===== src/sv/dce_pkg.sv =====
`default_nettype none
package dce_pkg;

	localparam int SMP_W = 13;
	localparam int ACC_W = 48;
	localparam int CFG_IDX_W = 3;
	localparam int CFG_DATA_W = 24;

	localparam logic [CFG_IDX_W-1:0] REG_SAMPLE_COUNT = 3'd0;
	localparam logic [CFG_IDX_W-1:0] REG_I_OFFSET = 3'd1;
	localparam logic [CFG_IDX_W-1:0] REG_Q_OFFSET = 3'd2;
	localparam logic [CFG_IDX_W-1:0] REG_NULL_CODE = 3'd3;
	localparam logic [CFG_IDX_W-1:0] REG_PRF = 3'd4;

	localparam logic signed [ACC_W-1:0] ACC_MAX = 48'sh7FFF_FFFF_FFFF;
	localparam logic signed [ACC_W-1:0] ACC_MIN = 48'sh8000_0000_0000;

	typedef enum logic [3:0] {
		ST_CLR,
		ST_IDLE,
		ST_SMUL,
		ST_SADD,
		ST_FRD,
		ST_FLD,
		ST_FCOR,
		ST_D1S,
		ST_D1W,
		ST_PROD,
		ST_D2S,
		ST_D2W,
		ST_EMIT
	} state_t;

	// arctangent of 2^-i in units of 2^-32 turn
	function automatic logic [31:0] atan_turn(input logic [4:0] idx);
		logic [31:0] r;
		case (idx)
			5'd0: r = 32'd536870912;
			5'd1: r = 32'd316933406;
			5'd2: r = 32'd167458907;
			5'd3: r = 32'd85004756;
			5'd4: r = 32'd42667331;
			5'd5: r = 32'd21354465;
			5'd6: r = 32'd10679838;
			5'd7: r = 32'd5340245;
			5'd8: r = 32'd2670163;
			5'd9: r = 32'd1335087;
			5'd10: r = 32'd667544;
			5'd11: r = 32'd333772;
			5'd12: r = 32'd166886;
			5'd13: r = 32'd83443;
			5'd14: r = 32'd41722;
			5'd15: r = 32'd20861;
			5'd16: r = 32'd10430;
			5'd17: r = 32'd5215;
			5'd18: r = 32'd2608;
			5'd19: r = 32'd1304;
			5'd20: r = 32'd652;
			5'd21: r = 32'd326;
			5'd22: r = 32'd163;
			5'd23: r = 32'd81;
			default: r = 32'd0;
		endcase
		return r;
	endfunction

endpackage
`default_nettype wire


===== src/sv/dce_cordic.sv =====
`default_nettype none
module dce_cordic #(
	parameter int ITER = 16
) (
	input  wire logic                                clk,
	input  wire logic                                arst_n,
	input  wire logic                                start,
	input  wire logic signed [dce_pkg::ACC_W-1:0]    x_in,
	input  wire logic signed [dce_pkg::ACC_W-1:0]    y_in,
	output logic                                     done,
	output logic signed [15:0]                       phase
);
	localparam int IT_W = $clog2(ITER);
	localparam int CW = dce_pkg::ACC_W + 3;

	logic run_q, done_q, zero_q;
	logic [IT_W-1:0] it_q;
	logic signed [CW-1:0] x_q, y_q, xs, ys, xe, ye;
	logic [31:0] z_q, zr, at;

	always_comb begin
		xe = CW'(x_in);
		ye = CW'(y_in);
		xs = x_q >>> it_q;
		ys = y_q >>> it_q;
		at = dce_pkg::atan_turn(5'(it_q));
		zr = z_q + 32'h0000_8000;
	end

	always_ff @(posedge clk or negedge arst_n) begin
		if (!arst_n) begin
			run_q <= 1'b0;
			done_q <= 1'b0;
			it_q <= '0;
		end else begin
			done_q <= 1'b0;
			if (start) begin
				run_q <= 1'b1;
				it_q <= '0;
			end else if (run_q) begin
				if (it_q == IT_W'(ITER - 1)) begin
					run_q <= 1'b0;
					done_q <= 1'b1;
				end
				it_q <= it_q + 1'b1;
			end
		end
	end

	// fold the left half plane, then rotate toward the x axis
	always_ff @(posedge clk) begin
		if (start) begin
			zero_q <= (x_in == '0) && (y_in == '0);
			if (x_in < 0) begin
				x_q <= -xe;
				y_q <= -ye;
				z_q <= 32'h8000_0000;
			end else begin
				x_q <= xe;
				y_q <= ye;
				z_q <= '0;
			end
		end else if (run_q) begin
			if (y_q >= 0) begin
				x_q <= x_q + ys;
				y_q <= y_q - xs;
				z_q <= z_q + at;
			end else begin
				x_q <= x_q - ys;
				y_q <= y_q + xs;
				z_q <= z_q - at;
			end
		end
	end

	assign done = done_q;
	assign phase = zero_q ? 16'sd0 : $signed(zr[31:16]);

endmodule
`default_nettype wire


===== config.mk =====
export PLATFORM = sky130hd
export DESIGN_NAME = dce_cordic
export DESIGN_NICKNAME = d
export VERILOG_FILES = /design/src/sv/dce_pkg.sv /design/src/sv/dce_cordic.sv
export SDC_FILE = /design/constraint.sdc
export NUM_CORES = 1
export LEC_CHECK = 0
export BUFFER_PORTS_ARGS = -buffer_cell sky130_fd_sc_hd__buf_4
export CORE_MARGIN = 1
export CORE_UTILIZATION = 35
export DETAILED_ROUTE_END_ITERATION = 6
export PLACE_DENSITY = 0.55
export RECOVER_POWER = 100
export SLEW_MARGIN = 20
export SYNTH_ARGS = -nofsm -noshare
export SYNTH_HDL_FRONTEND = slang
export SYNTH_SLANG_ARGS = --single-unit

===== constraint.sdc =====
create_clock -name clk -period 7.55 [get_ports clk]
set_input_delay 0.755 -clock clk [delete_from_list [all_inputs] [get_ports clk]]
set_output_delay 0.755 -clock clk [all_outputs]
set_load 0.005 [all_outputs]

Word level (Yosys, flattened, before mapping)
Memories as Yosys holds them, arrays and structs flattened.
Cells that the tools add are included.
{"block": "classes", "mux": 21, "add_sub_neg": 10, "eq_ne": 1, "n_lt_le_gt_ge": 2, "reduce_logical": 4, "shift": 2}
{"op": "51-bit two-way mux", "count": 8}
{"op": "32-bit two-way mux", "count": 4}
{"op": "51-bit adder", "count": 2}
{"op": "48-bit negation with 51-bit output", "count": 2}
{"op": "51-bit by 4-bit >>> shifter with 51-bit output", "count": 2}
{"op": "51-bit subtractor", "count": 2}
{"op": "48-bit logical NOT", "count": 2}
{"op": "51-bit by 1-bit >= comparator with 1-bit output (second input constant)", "count": 1}
{"op": "48-bit by 1-bit < comparator with 1-bit output (second input constant)", "count": 1}
{"op": "32-bit by 16-bit adder with 32-bit output (second input constant)", "count": 1}
{"op": "32-bit adder", "count": 1}
{"op": "32-bit subtractor", "count": 1}
{"op": "16-bit two-way mux", "count": 1}
{"op": "4-bit two-way mux", "count": 2}
{"op": "1-bit two-way mux", "count": 6}
{"op": "4-bit by 1-bit adder with 4-bit output (second input constant)", "count": 1}
{"op": "4-bit equality test (second input constant)", "count": 1}
{"op": "2-bit nonzero test", "count": 1}
{"op": "1-bit logical AND", "count": 1}
{"block": "word_totals", "rom_bits": 480, "word_cells": 48, "out_inout_bits": 17, "input_bits": 99, "register_bits": 141, "n_memories": 1}
{"memory": "(no name shown)", "words": 16, "word_bits": 30, "read_ports": 1, "rd_ports_with_merged_regs": 0, "wr": 0, "line_no": "dce_pkg.sv:37", "rtl": "case (idx)"}

Longest topological paths before layout
{"block": "logic_depth", "ltp_word": 5, "mapped_depth": 32, "mapped_depth_nobuf": 25}

Worst setup path before layout
Ideal clock, no wire load.
{"block": "synth_timing", "path_type": "reg-to-reg", "from": "reg it_q[3]", "to": "reg y_q[49] (data pin)", "t_required_ps": 7283, "setup_slack_ps": 256, "path_buffers": 10, "setup_time_ps": 267, "synth_period_minus_slack_ps": 7294, "t_arrival_ps": 7028, "stages_incl_launch_ff": 29, "path_cell_list": "dfrtp_1 > buf_6 > buf_6 > clkbuf_1 > clkbuf_1 > buf_1 > clkbuf_1 > clkbuf_1 > buf_1 > clkbuf_1 > buf_1 > o21a_1 > ha_1 > nand2_1 > nor3_1 > o21ai_1 > o21ai_0 > xnor2_1 > ha_1 > and4_1 > and4_1 > o211a_1 > or4b_2 > a21oi_1 > o21ai_0 > or4b_2 > a41oi_1 > xor2_1 > o21ai_0"}
{"block": "synth_via", "elab_chain_cells": 5, "word_cells_on_any_way": 6, "classes_between": "add/sub (2); shift (1); mux (3)"}
{"item": "from (decl)", "line_no": "dce_cordic.sv:17", "rtl": "logic [IT_W-1:0] it_q;"}
{"item": "from (signal assigned)", "line_no": "dce_cordic.sv:45", "rtl": "it_q <= it_q + 1'b1;"}
{"item": "51-bit by 4-bit >>> shifter with 51-bit output *", "line_no": "dce_cordic.sv:24", "rtl": "xs = x_q >>> it_q;"}
{"item": "51-bit adder / 51-bit subtractor (equally long branches)", "line_no": "dce_cordic.sv:70, dce_cordic.sv:66"}
{"item": "51-bit two-way mux *", "line_no": "dce_cordic.sv:64", "rtl": "if (y_q >= 0) begin"}
{"item": "51-bit two-way mux *", "line_no": "dce_cordic.sv:63", "rtl": "end else if (run_q) begin"}
{"item": "51-bit two-way mux *", "line_no": "dce_cordic.sv:52", "rtl": "if (start) begin"}
{"item": "to (signal assigned)", "line_no": "dce_cordic.sv:56", "rtl": "y_q <= -ye;"}
{"item": "to (signal assigned)", "line_no": "dce_cordic.sv:66", "rtl": "y_q <= y_q - xs;"}
{"item": "to (signal assigned)", "line_no": "dce_cordic.sv:70", "rtl": "y_q <= y_q + xs;"}
{"item": "to (decl)", "line_no": "dce_cordic.sv:18", "rtl": "logic signed [CW-1:0] x_q, y_q, xs, ys, xe, ye;"}
Mark *: on every way between the ends. The rest lies on a longest branch, timed or not. The select of a mux whose other input is x is not followed.
A chain may end at the register's enable or synchronous reset.

Final worst setup path
{"block": "layout_timing", "from": "reg it_q[1]", "to": "reg x_q[46] (data pin)"}
{"block": "layout_via", "elab_chain_cells": 5, "word_cells_on_any_way": 6, "classes_between": "add/sub (2); shift (1); mux (3)"}
{"item": "51-bit by 4-bit >>> shifter with 51-bit output *", "line_no": "dce_cordic.sv:25", "rtl": "ys = y_q >>> it_q;"}
{"item": "51-bit subtractor / 51-bit adder (equally long branches)", "line_no": "dce_cordic.sv:69, dce_cordic.sv:65"}
{"item": "51-bit two-way mux *", "line_no": "dce_cordic.sv:64"}
{"item": "51-bit two-way mux *", "line_no": "dce_cordic.sv:63"}
{"item": "51-bit two-way mux *", "line_no": "dce_cordic.sv:52"}
{"item": "to (signal assigned)", "line_no": "dce_cordic.sv:55", "rtl": "x_q <= -xe;"}
{"item": "to (signal assigned)", "line_no": "dce_cordic.sv:65", "rtl": "x_q <= x_q + ys;"}
{"item": "to (signal assigned)", "line_no": "dce_cordic.sv:69", "rtl": "x_q <= x_q - ys;"}
{"item": "to (decl)", "line_no": "dce_cordic.sv:18"}
Marked as above.

==> impl_metrics.py <==
metrics = {
    "run_status": {
        "status": "complete, but fails checks",
        "violations": "capacitance limit, slew limit",
    },
    "setup_path": {
        "crit_path_end": "x_q[46]$_DFFE_PP_",
        "path_cells": "inv_1 -> buf_4 -> buf_4 -> mux4_2 -> or2_0 -> or3_1 -> or2_0 -> or3_1 -> o31ai_1 -> xnor2_1 -> ha_1 -> a21o_1 -> o21ai_0 -> nand3b_1 -> a2111oi_1 -> a2111oi_0 -> buf_4 -> a2111oi_0 -> buf_4 -> o21ai_0 -> xnor2_1 -> a21oi_1",
        "slowest_stage": "dfrtp_4",
        "reg2reg_from": "it_q[1]$_DFFE_PN0P_",
        "r2r_end": "x_q[46]$_DFFE_PP_",
        "r2r_slack_ps": 450,
        "ff2ff_path_depth": 22,
        "crit_top_cell": "buf_4",
        "crit_arrival_ps": 7310,
        "crit_required_ps": 7760,
        "end_kind": "register",
        "crit_path_max_fanout": 22,
        "worstSetupPathType": "register to register",
        "startpoint": "it_q[1]$_DFFE_PN0P_",
        "critPathMaxStageDelay_ps": 610,
        "cp-start-kind": "register",
    },
    "timing": {
        "period_minus_slack_ps": 7100,
        "clock.fmax_ghz": 0.141,
        "holdWs_ps": 257,
        "finalSetupViolations": 0,
        "setup_ws_ps": 453,
        "finalCritPeriodShare": 0.940,
        "relSlewSlack": -0.967,
        "fin_setup_tns_ps": 0,
        "rsz0062_at_grt": "no",
        "skew_ps": 21.0,
        "final_max_slew_viol_count": 264,
        "hold_violations": 0,
        "tightest_slew_ps": 2950,
    },
    "finish": {
        "drive_gt1_frac": 0.129,
        "antenna_cells": 0,
        "design_area_um2": 26600,
        "syn2layout_area_growth_pct": 8.91,
        "nets": 3225,
    },
    "clock_tree": {
        "clock_latency_ps": 500,
        "cts_resized": 0,
        "cts_inserted_buffers": 17,
        "cts_hold_buf": 0,
        "cts.clk_slew.worst_paths_ps": 70,
        "htreeDepth": 4,
        "post_cts_buffers": 0,
        "clk_path_buf_depth": 2,
        "cts_tree": "built",
        "cts_root_buf": "clkbuf_16",
        "cts_sinks": 141,
    },
    "placement": {
        "portBuffers": 115,
        "hpwl_mm": 68.1,
        "postPlaceCellArea_um2": 26100,
        "place.gp.congestion": 0.949,
        "dp_slack_ps": 551,
    },
    "detailed_routing": {
        "ant_nets": 0,
        "m1WireLength_mm": 35.7,
        "route.met2.wl_mm": 43.8,
        "drt_wl_total_mm": 87.3,
        "viasPerCell": 6.08,
        "vias": 23839,
        "drc": 0,
        "drtIter0Drc": 2271,
        "highest_layer": "met4",
        "wl_per_cell_um": 22.3,
        "first_pass_iters": 6,
        "dr_wl_met3_mm": 4.56,
    },
    "synthesis": {
        "synthTopCellsByArea": "edfxtp_1 (17%), mux4_2 (9.7%), xnor2_1 (8.1%)",
        "synth-seq-cells": 141,
        "synth_edf_count": 135,
        "synth_most_common_cell": "nand2_1",
        "syn_avg_cell_area_um2": 8.25,
        "synth_top_area_share": 0.166,
        "synth_flop_cell": "edfxtp_1",
        "yosys-top-cells-count": "nand2_1 (310), a21oi_1 (239), o21ai_0 (229)",
        "yosys_warnings": 0,
        "yosys.area.top_type": "edfxtp_1",
        "post_synth_num_cell_types": 100,
        "syn_area_um2": 24400,
        "ys_seq_area_frac": 0.172,
        "synthCells": 2962,
        "synthArstFlopShare": 0.0426,
        "synth_fp_nets": 3208,
    },
    "floorplan": {
        "die_y_um": 266,
        "rows": 96,
        "die_x_um": 266,
        "dieArea_um2": 70900,
        "core_um2": 68800,
        "start_util": 0.355,
        "ios": 116,
    },
    "global_routing": {
        "grt_use_total": 0.243,
        "grt_max_degree": 71,
        "grt_pass1_wl_mm": 134,
        "antenna_found_initial": 2,
        "grt_overflow": 0,
        "grt_pass1_vias": 22764,
    },
    "worst_hold_path": {
        "hold_path.class": "input pin to asynchronous set/reset pin",
    },
    "run": {
        "cap_violations": 5,
    },
}
layout by cell type, fill, tap and decap left out, types with 12 or more instances in the layout:
master	count
o211ai_1	20
o21bai_1	35
ha_1	144
a31oi_1	35
a21o_1	84
a221oi_1	14
xor2_1	114
nor4_1	14
and3_1	30
mux2i_1	92
xnor2_1	227
clkbuf_16	17
or3_1	42
nand2b_1	38
nor2_1	223
nor2b_1	29
or4_1	18
o31ai_1	52
o41ai_1	23
o21ai_1	12
o21ai_0	231
edfxtp_1	135
o22ai_1	16
a21oi_1	239
a211oi_1	19
nor3_1	52
o21a_1	19
mux2_2	36
inv_1	55
nand2_1	310
or2_2	19
clkbuf_1	18
mux4_2	105
nand4_1	32
clkbuf_4	16
buf_4	146
nand3_1	58
per-stage QoR:
stage,util,cells
CTS,0.388,3921
detailed placement,0.380,3890
global placement,0.380,3890
global route,0.387,3922
finish,0.387,3922
floorplan,-,2962
worst min-delay path by stage:
stage	cells past startpoint	startpoint	to
2_1_floorplan	0	arst_n	done$_DFF_PN0_
3_3_place_gp	1	arst_n	done$_DFF_PN0_
3_5_place_dp	1	arst_n	done$_DFF_PN0_
4_1_cts	1	arst_n	it_q[0]$_DFFE_PN0P_
5_1_grt	1	arst_n	it_q[0]$_DFFE_PN0P_
6_report	1	arst_n	it_q[0]$_DFFE_PN0P_
layer usage:
layer,global-route usage,vias to the layer above
met4,0.0969,0
li1,-,11215
met5,0,-
met3,0.0314,164
met1,0.298,11634
met2,0.428,826
cells by family after synthesis:
| logic type | Yosys count | share of synthesized area |
|---|---|---|
| adders and majority gates | 147 | 0.0762 |
| muxes | 246 | 0.161 |
| AOI/OAI and AO/OA | 917 | 0.238 |
| and+or+nand+nor | 927 | 0.183 |
| DFF | 141 | 0.172 |
| xor gates and xnor gates | 342 | 0.123 |
| buffers and inverters | 242 | 0.0468 |
critical path: cells and delay by family, from the launching register on:
kind	cells	cell delay (ps)
multiplexers	1	610
flip-flops	1	610
AND/OR/NAND/NOR	5	1450
adder cells (fa/ha/maj)	1	320
AO/OA/AOI/OAI	8	1880
buffers and inverters	5	1610
XOR/XNOR	2	330
registers in the layout (all words and copies together), names as in the netlist:
| name | count |
|---|---|
| run_q | 1 |
| done | 1 |
| x_q | 51 |
| it_q | 4 |
| y_q | 51 |
| zero_q | 1 |
| z_q | 32 |
area by class of cell:
type	count	area, um^2
Clock buffer	22	444
Sequential cell	141	4220
Multi-Input combinational cell	2579	19100
Inverter	59	221
Timing Repair Buffer	181	1370
Tap cell	931	1160
Fill cell	7097	42200
Clock inverter	9	96.3
Power is not shown: default switching activity piles up to over one toggle a cycle in this logic, so the estimate is an artifact.
